==> src/hw/rtl/npct_pkg.sv <==
// Shared types and constants for the nearest palette color table.
// No dependencies; imported by the controller, the datapath and the top level.
package npct_pkg;

    localparam int ACT_W     = 2;
    localparam int TAG_W     = 8;
    localparam int COMP_IN_W = 16;
    localparam int COUNT_W   = 7;

    typedef enum logic [ACT_W-1:0] {
        ACT_ADD    = 2'd0,
        ACT_REMOVE = 2'd1,
        ACT_FIND   = 2'd2
    } act_t;

    // Commands from the controller to the datapath.
    typedef struct packed {
        logic capture;    // register the incoming transaction's tag and colors
        logic clear;      // reset result flags and the best distance
        logic add_wr;     // write the captured entry at the command address
        logic scan_rd;    // read the table at the command address
        logic find_mode;  // scanned data feeds the distance pipeline
        logic load_out;   // copy the result into the output register
    } dp_cmd_t;

    // Status from the datapath to the controller.
    typedef struct packed {
        logic found;      // remove located its tag
    } dp_status_t;

endpackage

==> src/hw/rtl/npct_datapath.sv <==
// Datapath of the palette table: entry memory, input capture with clamping,
// tag match and gap closing for remove, and the distance pipeline for find.
// Depends on npct_pkg; driven by npct_ctrl.
module npct_datapath #(
    parameter int TABLE_DEPTH     = 64,
    parameter int COLOR_FRAC_BITS = 8,
    parameter int ADDR_W          = $clog2(TABLE_DEPTH)
) (
    input  logic                                clk,
    input  logic                                rst_n,
    input  npct_pkg::dp_cmd_t                   cmd,
    input  logic [ADDR_W-1:0]                   addr,
    input  logic [npct_pkg::TAG_W-1:0]          tag,
    input  logic signed [npct_pkg::COMP_IN_W-1:0] red_in,
    input  logic signed [npct_pkg::COMP_IN_W-1:0] green_in,
    input  logic signed [npct_pkg::COMP_IN_W-1:0] blue_in,
    output npct_pkg::dp_status_t                status,
    output logic                                success,
    output logic [npct_pkg::TAG_W-1:0]          result_tag
);
    import npct_pkg::*;

    localparam int CW    = COLOR_FRAC_BITS + 1;
    localparam int SQ_W  = 2 * COLOR_FRAC_BITS + 1;
    localparam int DW    = SQ_W + 1;
    localparam int ENT_W = TAG_W + 3 * CW;
    localparam logic [COMP_IN_W-1:0] COLOR_ONE = COMP_IN_W'(1) << COLOR_FRAC_BITS;
    localparam logic [DW-1:0] DIST_BOUND = DW'(3) << (2 * COLOR_FRAC_BITS);

    function automatic logic [CW-1:0] clamp_comp(input logic [COMP_IN_W-1:0] v);
        logic [CW-1:0] c;
        if (v[COMP_IN_W-1]) begin
            c = '0;
        end else if (v > COLOR_ONE) begin
            c = COLOR_ONE[CW-1:0];
        end else begin
            c = v[CW-1:0];
        end
        return c;
    endfunction

    function automatic logic [SQ_W-1:0] sq_diff(input logic [CW-1:0] a,
                                                input logic [CW-1:0] b);
        logic [SQ_W-1:0] d;
        d = (a > b) ? SQ_W'(a - b) : SQ_W'(b - a);
        return d * d;
    endfunction

    logic [ENT_W-1:0] mem [TABLE_DEPTH];

    logic [TAG_W-1:0]  tag_in_reg;
    logic [CW-1:0]     r_in_reg, g_in_reg, b_in_reg;
    logic [ENT_W-1:0]  q_reg;
    logic [ADDR_W-1:0] q_addr_reg;
    logic              q_valid_reg;
    logic              found_reg;
    logic [SQ_W-1:0]   sq_r_reg, sq_g_reg, sq_b_reg;
    logic [TAG_W-1:0]  sq_tag_reg;
    logic              sq_valid_reg;
    logic [DW-1:0]     best_reg;
    logic              exact_reg;
    logic              ok_reg;
    logic [TAG_W-1:0]  res_tag_reg;
    logic              success_reg;
    logic [TAG_W-1:0]  result_tag_reg;

    logic [TAG_W-1:0]  q_tag;
    logic [CW-1:0]     q_r, q_g, q_b;
    logic              remove_live;
    logic              shift_wr;
    logic              tag_hit;
    logic [DW-1:0]     dist_sum;
    logic              take_best;

    assign q_tag = q_reg[ENT_W-1 -: TAG_W];
    assign q_r   = q_reg[3*CW-1 -: CW];
    assign q_g   = q_reg[2*CW-1 -: CW];
    assign q_b   = q_reg[CW-1 -: CW];

    assign remove_live = q_valid_reg && !cmd.find_mode;
    // Once the tag is found, every later entry moves down by one place.
    assign shift_wr    = remove_live && found_reg;
    assign tag_hit     = remove_live && !found_reg && (q_tag == tag_in_reg);

    assign dist_sum  = DW'(sq_r_reg) + DW'(sq_g_reg) + DW'(sq_b_reg);
    assign take_best = sq_valid_reg && !exact_reg && (dist_sum <= best_reg);

    always_ff @(posedge clk)
    begin
        if (cmd.capture)
        begin
            tag_in_reg <= tag;
            r_in_reg   <= clamp_comp(red_in);
            g_in_reg   <= clamp_comp(green_in);
            b_in_reg   <= clamp_comp(blue_in);
        end
    end

    always_ff @(posedge clk)
    begin
        if (cmd.add_wr)
        begin
            mem[addr] <= {tag_in_reg, r_in_reg, g_in_reg, b_in_reg};
        end
        else if (shift_wr)
        begin
            mem[q_addr_reg - ADDR_W'(1)] <= q_reg;
        end
        if (cmd.scan_rd)
        begin
            q_reg <= mem[addr];
        end
    end

    always_ff @(posedge clk)
    begin
        q_addr_reg <= addr;
        sq_r_reg   <= sq_diff(r_in_reg, q_r);
        sq_g_reg   <= sq_diff(g_in_reg, q_g);
        sq_b_reg   <= sq_diff(b_in_reg, q_b);
        sq_tag_reg <= q_tag;
        if (take_best)
        begin
            best_reg <= dist_sum;
        end
        else if (cmd.clear)
        begin
            best_reg <= DIST_BOUND;
        end
        if (cmd.load_out)
        begin
            success_reg    <= ok_reg;
            result_tag_reg <= res_tag_reg;
        end
    end

    always_ff @(posedge clk or negedge rst_n)
    begin
        if (!rst_n)
        begin
            q_valid_reg  <= 1'b0;
            sq_valid_reg <= 1'b0;
            found_reg    <= 1'b0;
            exact_reg    <= 1'b0;
            ok_reg       <= 1'b0;
            res_tag_reg  <= '0;
        end
        else
        begin
            q_valid_reg  <= cmd.scan_rd;
            sq_valid_reg <= q_valid_reg && cmd.find_mode;
            if (cmd.clear)
            begin
                found_reg   <= 1'b0;
                exact_reg   <= 1'b0;
                ok_reg      <= 1'b0;
                res_tag_reg <= '0;
            end
            else if (cmd.add_wr)
            begin
                ok_reg      <= 1'b1;
                res_tag_reg <= tag_in_reg;
            end
            else if (tag_hit)
            begin
                found_reg <= 1'b1;
                ok_reg    <= 1'b1;
            end
            else if (take_best)
            begin
                ok_reg      <= 1'b1;
                res_tag_reg <= sq_tag_reg;
                exact_reg   <= (dist_sum == '0);
            end
        end
    end

    assign status.found = found_reg;
    assign success      = success_reg;
    assign result_tag   = result_tag_reg;

endmodule

==> src/hw/rtl/npct_ctrl.sv <==
// Controller of the palette table: sequences add, remove and find, owns the
// entry count and the output valid. Depends on npct_pkg; drives npct_datapath.
module npct_ctrl #(
    parameter int TABLE_DEPTH = 64,
    parameter int ADDR_W      = $clog2(TABLE_DEPTH),
    parameter int CNT_W       = $clog2(TABLE_DEPTH + 1)
) (
    input  logic                          clk,
    input  logic                          rst_n,
    input  logic                          in_valid,
    output logic                          in_stall,
    input  logic [npct_pkg::ACT_W-1:0]    action,
    output logic                          out_valid,
    input  logic                          out_stall,
    output logic [npct_pkg::COUNT_W-1:0]  entry_count,
    output npct_pkg::dp_cmd_t             cmd,
    output logic [ADDR_W-1:0]             addr,
    input  npct_pkg::dp_status_t          status
);
    import npct_pkg::*;

    typedef enum logic [2:0] {
        ST_IDLE,
        ST_ADD,
        ST_SCAN,
        ST_DRAIN,
        ST_FINISH
    } state_t;

    state_t             state_reg;
    act_t               act_reg;
    logic [CNT_W-1:0]   count_reg;
    logic [CNT_W-1:0]   issue_reg;
    logic               drain_reg;
    logic               out_valid_reg;
    logic [COUNT_W-1:0] entry_count_reg;

    logic accept;
    logic out_free;

    assign in_stall = (state_reg != ST_IDLE);
    assign accept   = in_valid && !in_stall;
    assign out_free = !out_valid_reg || !out_stall;

    always_comb
    begin
        cmd           = '0;
        cmd.capture   = accept;
        cmd.clear     = accept;
        cmd.add_wr    = (state_reg == ST_ADD);
        cmd.scan_rd   = (state_reg == ST_SCAN);
        cmd.find_mode = (act_reg == ACT_FIND);
        cmd.load_out  = (state_reg == ST_FINISH) && out_free;
        if (state_reg == ST_ADD)
        begin
            addr = count_reg[ADDR_W-1:0];
        end
        else
        begin
            addr = issue_reg[ADDR_W-1:0];
        end
    end

    always_ff @(posedge clk or negedge rst_n)
    begin
        if (!rst_n)
        begin
            state_reg       <= ST_IDLE;
            act_reg         <= ACT_ADD;
            count_reg       <= '0;
            issue_reg       <= '0;
            drain_reg       <= 1'b0;
            out_valid_reg   <= 1'b0;
            entry_count_reg <= '0;
        end
        else
        begin
            // In ST_FINISH a free output register is reloaded below instead.
            if (out_valid_reg && !out_stall && state_reg != ST_FINISH)
            begin
                out_valid_reg <= 1'b0;
            end
            case (state_reg)
                ST_IDLE:
                begin
                    if (accept)
                    begin
                        act_reg   <= act_t'(action);
                        issue_reg <= '0;
                        drain_reg <= 1'b0;
                        case (action)
                            ACT_ADD:
                            begin
                                if (count_reg < CNT_W'(TABLE_DEPTH))
                                begin
                                    state_reg <= ST_ADD;
                                end
                                else
                                begin
                                    state_reg <= ST_FINISH;
                                end
                            end
                            ACT_REMOVE, ACT_FIND:
                            begin
                                if (count_reg != '0)
                                begin
                                    state_reg <= ST_SCAN;
                                end
                                else
                                begin
                                    state_reg <= ST_FINISH;
                                end
                            end
                            default:
                            begin
                                state_reg <= ST_FINISH;
                            end
                        endcase
                    end
                end
                ST_ADD:
                begin
                    count_reg <= count_reg + CNT_W'(1);
                    state_reg <= ST_FINISH;
                end
                ST_SCAN:
                begin
                    issue_reg <= issue_reg + CNT_W'(1);
                    if (issue_reg + CNT_W'(1) == count_reg)
                    begin
                        state_reg <= ST_DRAIN;
                    end
                end
                ST_DRAIN:
                begin
                    // ST_DRAIN waits for drain_reg, so the last read can pass the tag match and the
                    // distance compare.
                    drain_reg <= 1'b1;
                    if (drain_reg)
                    begin
                        state_reg <= ST_FINISH;
                        if (act_reg == ACT_REMOVE && status.found)
                        begin
                            count_reg <= count_reg - CNT_W'(1);
                        end
                    end
                end
                ST_FINISH:
                begin
                    if (out_free)
                    begin
                        out_valid_reg   <= 1'b1;
                        entry_count_reg <= COUNT_W'(count_reg);
                        state_reg       <= ST_IDLE;
                    end
                end
                default:
                begin
                    state_reg <= ST_IDLE;
                end
            endcase
        end
    end

    assign out_valid   = out_valid_reg;
    assign entry_count = entry_count_reg;

endmodule

==> src/hw/rtl/nearest_palette_color_table_unit.sv <==
// Top level of the nearest palette color table.
// Depends on npct_pkg, npct_ctrl and npct_datapath.
//
// Channel   Signals                                   Direction
// input     in_valid, in_stall, action, tag,          transaction into the table
//           red_in, green_in, blue_in
// output    out_valid, out_stall, success,            one result per transaction
//           result_tag, entry_count
//
// Add writes the entry in ST_ADD before ST_FINISH. Remove and find read the table
// one entry per cycle through a single read port, then pass ST_DRAIN; on an empty
// table remove and find, like an unused action, go straight to ST_FINISH.
// Reset clears the entry count; table contents are undefined until written.
// A new transaction is accepted while a result waits in the output register;
// its own result is held back until that register is free.
module nearest_palette_color_table_unit #(
    parameter int TABLE_DEPTH     = 64,
    parameter int COLOR_FRAC_BITS = 8
) (
    input  logic                                  clk,
    input  logic                                  rst_n,
    input  logic                                  in_valid,
    output logic                                  in_stall,
    input  logic [npct_pkg::ACT_W-1:0]            action,
    input  logic [npct_pkg::TAG_W-1:0]            tag,
    input  logic signed [npct_pkg::COMP_IN_W-1:0] red_in,
    input  logic signed [npct_pkg::COMP_IN_W-1:0] green_in,
    input  logic signed [npct_pkg::COMP_IN_W-1:0] blue_in,
    output logic                                  out_valid,
    input  logic                                  out_stall,
    output logic                                  success,
    output logic [npct_pkg::TAG_W-1:0]            result_tag,
    output logic [npct_pkg::COUNT_W-1:0]          entry_count
);
    import npct_pkg::*;

    localparam int ADDR_W = $clog2(TABLE_DEPTH);
    localparam int CNT_W  = $clog2(TABLE_DEPTH + 1);

    dp_cmd_t           cmd;
    dp_status_t        status;
    logic [ADDR_W-1:0] addr;

    npct_ctrl #(
        .TABLE_DEPTH (TABLE_DEPTH),
        .ADDR_W      (ADDR_W),
        .CNT_W       (CNT_W)
    ) u_ctrl (
        .clk         (clk),
        .rst_n       (rst_n),
        .in_valid    (in_valid),
        .in_stall    (in_stall),
        .action      (action),
        .out_valid   (out_valid),
        .out_stall   (out_stall),
        .entry_count (entry_count),
        .cmd         (cmd),
        .addr        (addr),
        .status      (status)
    );

    npct_datapath #(
        .TABLE_DEPTH     (TABLE_DEPTH),
        .COLOR_FRAC_BITS (COLOR_FRAC_BITS),
        .ADDR_W          (ADDR_W)
    ) u_datapath (
        .clk        (clk),
        .rst_n      (rst_n),
        .cmd        (cmd),
        .addr       (addr),
        .tag        (tag),
        .red_in     (red_in),
        .green_in   (green_in),
        .blue_in    (blue_in),
        .status     (status),
        .success    (success),
        .result_tag (result_tag)
    );

endmodule

==> config.mk <==
export PLATFORM = sky130hd
export DESIGN_NAME = nearest_palette_color_table_unit
export DESIGN_NICKNAME = d
export VERILOG_FILES = /design/src/hw/rtl/npct_pkg.sv /design/src/hw/rtl/npct_datapath.sv /design/src/hw/rtl/npct_ctrl.sv /design/src/hw/rtl/nearest_palette_color_table_unit.sv
export SDC_FILE = /design/constraint.sdc
export NUM_CORES = 2
export LEC_CHECK = 0
export BUFFER_PORTS_ARGS = -buffer_cell sky130_fd_sc_hd__buf_4
export CAP_MARGIN = 20
export CORE_MARGIN = 2
export CORE_UTILIZATION = 50
export CTS_CLUSTER_DIAMETER = 200
export DETAILED_ROUTE_END_ITERATION = 8
export PLACE_DENSITY = 0.65
export SLEW_MARGIN = 20
export SYNTH_ARGS = -nofsm -noshare
export SYNTH_HDL_FRONTEND = slang
export SYNTH_SLANG_ARGS = --single-unit
export TNS_END_PERCENT = 5
==> constraint.sdc <==
create_clock -name clk -period 9.4 [get_ports clk]
set_clock_uncertainty 0.05 [all_clocks]
set_input_delay 0.47 -clock clk [delete_from_list [all_inputs] [get_ports clk]]
set_output_delay 0.47 -clock clk [all_outputs]
set_load 0.005 [all_outputs]
==> impl_metrics.yaml <==
outcome:
  status: "complete, no violations"
floorplan:
  ios: 80
  row_count: 172
  initial_utilization_pct: 50.4
  coreArea_mm2: 0.220
  die-area_mm2: 0.225
  die_w_um: 475
  die_h_um: 475
clock_network:
  ctsLongestPathBuffers: 3
  clock_latency_ps: 890
  ctsHtreeMaxLevel: 4
  cts_num_sinks: 2440
  cts_root_buf: "clkbuf_16"
  cts_setup_buffers: 0
  ctsResizeCount: 0
  clk_pin_slew_ps: 60
  cts-hold-fix-buffers: 36
  cts_made_buffers: 241
  tritoncts: "yes"
global_route:
  grt_antenna_before_repair: 7
  grt-ovfl-total: 0
  grt_max_degree: 166
  grt_pass1_vias: 68600
  track_usage_pct: 24.3
  grt_pass1_wl_mm: 419
final_layout:
  syn2layout_area_growth_pct: 11.5
  fin_nets: 9254
  largest_reg_flops: 2240
  layout_commonest_cell: "edfxtp_1"
  drive_above_1_share_pct: 8.89
  final_cell_mix: "edfxtp_1 (2,337), nand2_1 (2,204), inv_1 (479)"
  fillers: 17600
  final_cells: 11900
worst_hold_path:
  min_path_type: "in -> reg"
timing:
  max_freq_mhz: 121
  worst_pin_slew_ps: 1250
  period_needed_ps: 8260
  tns_ps: 0
  drv_slew: 0
  rsz0062_at_grt: "no"
  finalSetupViolCount: 0
  period_share_pct: 87.8
  relSlewSlack_pct: 16.5
  hold_violations: 0
routing:
  post-route-drc-count: 0
  wire_per_inst_um: 23.3
  num_vias: 69300
  avgViaCountPerCell: 5.85
  drt_iter0_markers: 7498
  routed_wl_mm: 276
  postRouteAntennaNets: 0
  drtPass1Iterations: 7
synth:
  synth_top_family_by_area: "simple AND/OR/NAND/NOR gates"
  synth_edf_count: 2337
  synth_fa_ha_area_share_pct: 7.40
  async_reset_ff_share_pct: 1.68
  ys_seq_area_share_pct: 65.4
  avgSynthCellArea_um2: 12.8
  synthFlopType: "edfxtp_1"
  synthXorXnorAreaFrac_pct: 1.31
  synthesis.area_mm2: 0.111
  synthSimpleGateAreaFrac_pct: 13.0
  synth_seq_cells: 2440
  yosysWarningCount: 0
  synth.distinct_cells: 89
  muxShareOfSynthArea_pct: 2.38
  synth_compound_area_share_pct: 6.72
  synthCells: 8653
flow_run:
  drv_cap: 0
setup_path:
  critPathRequiredTime_ps: 10080
  crit_slowest_cell: "fa_1"
  critPathArrivalTime_ps: 8940
  critPathCaptureType: "flop"
  worstPathMaxFanout: 11
  crit_top_cell: "inv_1"
  start_kind: "flop"
  critPathMaxStageDelay_ps: 630
  worst-setup-path-type: "reg -> reg"
place:
  port_buffers: 79
  dp_cells: 11400
  gp_congestion: 0.857
  hpwl_mm: 157
-- worst max-delay path: cells and delay by family, from the launching register on --
| family | cells | cell delay, ps |
|---|---|---|
| DFF | 1 | 380 |
| muxes | 1 | 130 |
| adders and majority gates | 9 | 3690 |
| and+or+nand+nor | 3 | 860 |
| buffers and inverters | 7 | 430 |
| xor gates and xnor gates | 1 | 160 |
| AOI/OAI and AO/OA | 8 | 2370 |
-- layout make-up --
cell class                      instances  area [µm²]  share of cell area, %
Antenna cell                            2        5.00                0.00405
Sequential cell                      2440       72400                   58.7
Clock buffer                          295        6320                   5.12
Inverter                              490        1860                   1.50
Multi-Input combinational cell       5233       35000                   28.4
Clock inverter                        156        1790                   1.45
Timing Repair Buffer                  277        2360                   1.91
Tap cell                             2958        3700                   3.00
-- cells by family after synthesis --
group,after synthesis
flops,2440
mux,217
xor+xnor,163
compound gates,974
buf+inv,981
other cells,2
simple gates,3367
fa+ha+maj,509
-- path summary, 6_finish.rpt --
| kind | startpoint | endpoint | slack, ps | depth (start not counted) |
|---|---|---|---|---|
| worst min register to register | u_datapath.q_reg[33] | u_datapath.sq_tag_reg[6] | 360 | 0 |
| max in group asynchronous | rst_n | u_datapath.res_tag_reg[3] | 8800 | 2 |
| min in group asynchronous | rst_n | u_ctrl.entry_count[6] | 90 | 2 |
| worst max register to register | u_datapath.g_in_reg[0] | u_datapath.sq_g_reg[15] | 1140 | 29 |
| worst min-delay path | blue_in[7] | u_datapath.b_in_reg[7] | 60 | 2 |
| worst max-delay path | u_datapath.g_in_reg[0] | u_datapath.sq_g_reg[15] | 1140 | 29 |
-- per-stage QoR --
| stage | hold slack (ps) | setup slack (ps) | instance area (µm²) | utilization (%) |
|---|---|---|---|---|
| after floorplan | 124 | 2140 | 111000 | - |
| after detailed placement | 375 | 1240 | 115000 | 52.3 |
| after CTS | 3.29 | 1170 | 124000 | 56.2 |
| final | 61.6 | 1140 | 124000 | 56.2 |
| after global placement | 362 | 1400 | 115000 | 52.3 |
| after global routing | 30.3 | 593 | 124000 | 56.2 |
-- cells in the mapped netlist, types with 8 or more instances --
cell      count  area [µm²]
edfxtp_1   2337       70200
nand2_1    2212        8300
inv_1       481        1810
a311oi_1    422        3700
nand3_1     379        1900
and3_1      329        2060
ha_1        266        3330
fa_1        243        4860
clkbuf_1    240         901
nor2_1      240         901
buf_2       201        1010
mux2i_1     168        1680
a21oi_1     139         696
xnor2_1     115        1010
o21ai_0      85         425
a31oi_1      78         488
dfxtp_1      62        1240
nor3_1       59         295
xor2_1       46         403
a21o_1       43         323
dfrtp_1      41        1030
o31ai_1      41         308
and2_1       40         250
a221o_1      38         380
o32ai_1      37         324
mux4_2       35         788
buf_4        28         210
nor2b_1      21         131
nand2b_1     20         125
nand4_1      15        93.8
buf_6        14         158
o21a_1       14         105
nor4_1       13        81.3
or2_2        12        75.1
mux2_2        9         101
a211oi_1      8        60.1
inv_2         8        30.0
o21bai_1      8        60.1
-- layer usage --
layer	share of wire [%]	track usage (%)	up-vias
met3	8.0	4.53	481
met4	2.9	7.32	4
met1	42	33.9	34800
li1	-	-	31300
met5	0.011	0	-
met2	47	39.1	2707
Power is left out: the tool's default activity adds up to more than one toggle a clock period on the data nets, which glitch-free logic cannot reach.
